`src/hdl/spvfe_pkg.sv`:
```
`default_nettype none
package spvfe_pkg;

  // Fixed-point format of the datapath
  localparam int unsigned FRAC_BITS    = 16;
  localparam int unsigned CORDIC_STEPS = 16;
  // Register stages of the sine/cosine unit: 4 reduction stages, the steps, one output stage
  localparam int unsigned SC_LAT       = CORDIC_STEPS + 5;

  // Angle reduction constants (Q16.16)
  localparam logic [18:0] PI_Q    = 19'd205887;
  localparam logic [18:0] TWO_PI  = 19'd411774;
  // 2^31 mod two_pi, removes the unsigned offset of the input angle
  localparam logic [19:0] MOD_OFS = 20'd82238;
  // floor(2^51 / two_pi), reciprocal for the modulo
  localparam logic [63:0] RECIP   = (64'd1 << 51) / 64'd411774;
  localparam int unsigned RECIP_SH = 51;

  // CORDIC constants (Q2.30)
  localparam logic signed [33:0] HALF_PI_CQ = 34'sd1686629713;
  localparam logic signed [33:0] PI_CQ      = 34'sd3373259426;
  localparam logic signed [33:0] GAIN_CQ    = 34'sd652032874;

  // Configuration register map
  typedef enum logic [2:0] {
    REG_CENTER_X     = 3'd0,
    REG_CENTER_Y     = 3'd1,
    REG_ROTATION     = 3'd2,
    REG_SPATIAL_FREQ = 3'd3,
    REG_PHASE_OFFSET = 3'd4,
    REG_AMPLITUDE    = 3'd5
  } cfg_reg_e;

  // Saturate a widened sum to 32 bits signed
  function automatic logic signed [31:0] sat32(input logic signed [33:0] v);
    logic signed [31:0] r;
    if (v > 34'sd2147483647) begin
      r = 32'sh7fff_ffff;
    end else if (v < -34'sd2147483648) begin
      r = 32'sh8000_0000;
    end else begin
      r = v[31:0];
    end
    return r;
  endfunction

  // arctan(2^-i) in Q2.30
  function automatic logic signed [33:0] atan_q30(input int unsigned i);
    logic signed [33:0] r;
    case (i)
      0:       r = 34'sh03243F6A8;
      1:       r = 34'sh01DAC6705;
      2:       r = 34'sh00FADBAFC;
      3:       r = 34'sh007F56EA6;
      4:       r = 34'sh003FEAB76;
      5:       r = 34'sh001FFD55B;
      6:       r = 34'sh000FFFAAA;
      7:       r = 34'sh0007FFF55;
      8:       r = 34'sh0003FFFEA;
      9:       r = 34'sh0001FFFFD;
      10:      r = 34'sh0000FFFFF;
      11:      r = 34'sh00007FFFF;
      12:      r = 34'sh00003FFFF;
      13:      r = 34'sh00001FFFF;
      14:      r = 34'sh00000FFFF;
      15:      r = 34'sh000007FFF;
      16:      r = 34'sh000003FFF;
      17:      r = 34'sh000001FFF;
      18:      r = 34'sh000000FFF;
      19:      r = 34'sh0000007FF;
      20:      r = 34'sh0000003FF;
      21:      r = 34'sh0000001FF;
      22:      r = 34'sh0000000FF;
      23:      r = 34'sh00000007F;
      default: r = 34'sh0;
    endcase
    return r;
  endfunction

endpackage
`default_nettype wire

```
`src/hdl/spvfe_mulq.sv`:
```
`default_nettype none
// Fixed-point multiply: exact product, round half away from zero, saturate.
// Two register stages.
module spvfe_mulq (
  input  wire logic               clk_i,
  input  wire logic signed [31:0] a_i,
  input  wire logic signed [31:0] b_i,
  output logic signed [31:0]      res_o
);

  logic signed [63:0] prod_q;
  logic [63:0]        mag;
  logic [63:0]        rnd;
  logic [47:0]        shr;
  logic signed [31:0] res_d;

  // Full product
  always_ff @(posedge clk_i) begin
    prod_q <= 64'(a_i) * 64'(b_i);
  end

  // Round on magnitude, then saturate with the sign
  always_comb begin
    mag = prod_q[63] ? 64'(-prod_q) : 64'(prod_q);
    rnd = mag + (64'd1 << (spvfe_pkg::FRAC_BITS - 1));
    shr = 48'(rnd >> spvfe_pkg::FRAC_BITS);
    if (prod_q[63]) begin
      res_d = (shr >= 48'h8000_0000) ? 32'sh8000_0000 : -$signed(shr[31:0]);
    end else begin
      res_d = (shr >= 48'h8000_0000) ? 32'sh7fff_ffff : $signed(shr[31:0]);
    end
  end

  always_ff @(posedge clk_i) begin
    res_o <= res_d;
  end

endmodule
`default_nettype wire

```
`config.mk`:
```
export PLATFORM = sky130hd
export DESIGN_NAME = spvfe_mulq
export DESIGN_NICKNAME = d
export VERILOG_FILES = /design/src/hdl/spvfe_pkg.sv /design/src/hdl/spvfe_mulq.sv
export SDC_FILE = /design/constraint.sdc
export NUM_CORES = 2
export LEC_CHECK = 0
export BUFFER_PORTS_ARGS = -buffer_cell sky130_fd_sc_hd__buf_2
export CELL_PAD_IN_SITES_DETAIL_PLACEMENT = 1
export CELL_PAD_IN_SITES_GLOBAL_PLACEMENT = 1
export CORE_MARGIN = 8
export CORE_UTILIZATION = 52
export DETAILED_ROUTE_END_ITERATION = 7
export HOLD_SLACK_MARGIN = 0.03
export PLACE_DENSITY_LB_ADDON = 0.1
export SYNTH_ARGS = -nofsm -noshare
export SYNTH_HDL_FRONTEND = slang
export SYNTH_SLANG_ARGS = --single-unit
```
`constraint.sdc`:
```
create_clock -name clk_i -period 9.7 [get_ports clk_i]
set_clock_uncertainty 0.2 [all_clocks]
set_input_delay 0.485 -clock clk_i [delete_from_list [all_inputs] [get_ports clk_i]]
set_output_delay 0.485 -clock clk_i [all_outputs]
set_load 0.02 [all_outputs]
```
==> results.yml <==
clock_network:
  post-cts-setup-buffer-count: 0
  cts-buffers-inserted: 9
  tritoncts: "built"
  hold_buffers: 0
  cts_max_path_buffers: 2
  cts.repair.resized: 0
  clk_latency_ns: 0.36
  cts_sinks: 96
  clk_pin_slew_worst_paths_ns: 0.07
  cts_htree_levels: 3
  cts-root-buf: "clkbuf_16"
floorplanning:
  die_x_um: 302
  fp-row-count: 105
  fp.coreArea_um2: 81700
  initial_utilization: 0.522
  fp.dieH_um: 302
  boundaryPins: 97
  dieArea_um2: 91500
critical_path:
  startpoint: "a_i[16]"
  crit_arrival_ns: 9.03
  r2r_start: "prod_q[15]$_DFF_P_"
  worstSetupEndpointType: "flip-flop"
  cp-start-kind: "input pin"
  critPathMaxFanout: 32
  path_class: "input pin to flip-flop"
  cp.required_ns: 9.80
grt:
  grt_start_max_net_pins: 57
  grt_pass1_wl_um: 204000
  antenna_found_initial: 10
  globalRouteOverflowTotal: 0
  grt_usage: 0.285
  grt_pass1_vias: 37312
synthesis:
  avgSynthCellArea_um2: 9.21
  syn_inst: 4634
  synth_top_cell_by_area: "fa_1"
  synth_seq_cells: 96
  synth_edf_count: 0
  syn_nets: 5967
  synth_warnings: 0
  seq_area_frac_synth: 0.0450
  async_flop_share: 0
  synth_area_um2: 42700
  synth_area_leaders: "fa_1 51%, inv_1 8.7%, and2_1 7.8%"
  synth-main-ff-cell: "dfxtp_1"
  yosysUniqueCellTypes: 102
  synth_top_area_frac: 0.508
sta:
  min_period_ns: 8.93
  hold_viol: 0
  relSlewSlack: 0.329
  post-route-period-util: 0.921
  rsz0062_at_grt: "false"
  worst_pin_slew_ns: 1.01
  final_max_slew_viol_count: 0
  setup_viol: 0
  fmax_mhz: 112
  setup_tns_ns: 0
placement:
  gp_congestion: 0.901
  placed_area_um2: 44000
  hpwl_um: 105000
  port_buffers: 96
run:
  maxCapViolations: 0
final_layout:
  post-route-cell-area_um2: 44300
  drive_gt1_frac: 0.0514
  area_delta_synth_final_pct: 3.74
  finalNetCount: 5880
  utilization: 0.542
route:
  drt_iter0_drc: 1327
  wl_per_cell_um: 22.0
  ant_nets: 0
  route.vias.total: 31494
  drtPass1Iterations: 5
  drcViolationCount: 0
  wl_um: 124000
  vias_per_cell: 5.60
status:
  outcome: "finished, final reports clean"
min_path:
  hp-class: "flip-flop to flip-flop"
  hold_start: "prod_q[63]$_DFF_P_"
==> cell usage after synthesis, types with 9 or more instances <==
cell and number:
xor2_1 40, a22o_1 22, xnor2_1 97, o21a_1 17
nor2_1 88, nor3_1 29, a211oi_1 10, dfxtp_1 96
nand4_1 31, nand2b_1 23, nor2b_1 12, or3_1 15
a21o_1 46, o21bai_1 10, ha_1 186, a21oi_1 72
and2_1 530, nor4_1 14, nand2_1 565, o211ai_1 16
nand4b_1 9, a31oi_1 20, o31ai_1 19, nand3_1 65
fa_1 1082, inv_1 990, clkbuf_1 239, or4_1 13
mux2i_1 21, buf_2 9, and3_1 18, o21ai_0 68
==> final cells by class <==
cell class,instances,area [µm²]
clock buffer,13,260
antenna,5,12.5
timing repair buffer,161,981
multi-input combinational,3288,36000
inverter,991,3720
fill,9469,37400
tap,1070,1340
sequential,96,1930
clock inverter,2,13.8
==> logic make-up (layout without fill, tap and decap cells) <==
| family | Yosys count | in the layout | share of synthesized area |
|---|---|---|---|
| buffers and inverters | 1250 | 1167 | 0.111 |
| AO/OA/AOI/OAI | 394 | 394 | 0.0680 |
| XOR/XNOR | 140 | 140 | 0.0294 |
| flip-flops | 96 | 96 | 0.0450 |
| adder cells (fa/ha/maj) | 1268 | 1268 | 0.562 |
| AND/OR/NAND/NOR | 1462 | 1462 | 0.179 |
| multiplexers | 24 | 24 | 0.00572 |
| other | 0 | 5 | 0 |
==> worst paths after layout <==
path	end	slack, ns	cells past startpoint
worst max-delay path	prod_q[62]$_DFF_P_	0.77	26
worst min register to register	res_o[23]$_DFF_P_	0.56	1
worst max register to register	res_o[11]$_DFF_P_	3.32	18
worst min-delay path	res_o[23]$_DFF_P_	0.56	1
==> sequential cells by signal (all words and copies together) (netlist names) <==
register and flops:
res_o 32, prod_q 64
==> metal layers <==
layer	GRT usage	part of all wire	vias up
met4	0.109	0.045	4
met3	0.0297	0.041	267
met1	0.346	0.40	16759
met5	0	0.00025	-
li1	-	-	13696
met2	0.518	0.52	768
==> stage by stage <==
step	instances	setup WS, ns	hold WS, ns
floorplan	4634	1.59	0.412
global placement	5606	0.569	0.531
detailed placement	5606	0.381	0.533
CTS	5621	0.727	0.553
global route	5624	0.153	0.594
finish	5626	0.768	0.562
==> critical path: stages <==
cell	delay [ns]
buf_2	0.71
nand2_1	0.20
fa_1	0.49
fa_1	0.54
fa_1	0.46
fa_1	0.55
inv_1	0.06
fa_1	0.49
fa_1	0.51
fa_1	0.50
inv_1	0.06
fa_1	0.53
inv_1	0.06
ha_1	0.39
nand2_1	0.10
o21bai_1	0.20
o2bb2ai_1	0.15
a2111oi_0	0.81
o211ai_1	0.22
nor3b_1	0.23
o21ai_0	0.29
a31o_2	0.27
a311oi_1	0.12
o21a_1	0.21
o21ai_0	0.22
xor2_1	0.15
==> layout by cell type, fill, tap and decap left out, drive strengths merged, types with 73 or more instances in the layout <==
cell type / netlist / final
inv: 991 / 992
a21oi: 73 / 73
buf: 20 / 161
nand2: 566 / 566
dfxtp: 96 / 96
xnor2: 98 / 98
and2: 530 / 530
nor2: 88 / 88
fa: 1082 / 1082
ha: 186 / 186
Power is not shown: default switching activity piles up to over one toggle a cycle in this logic, so the estimate is an artifact.
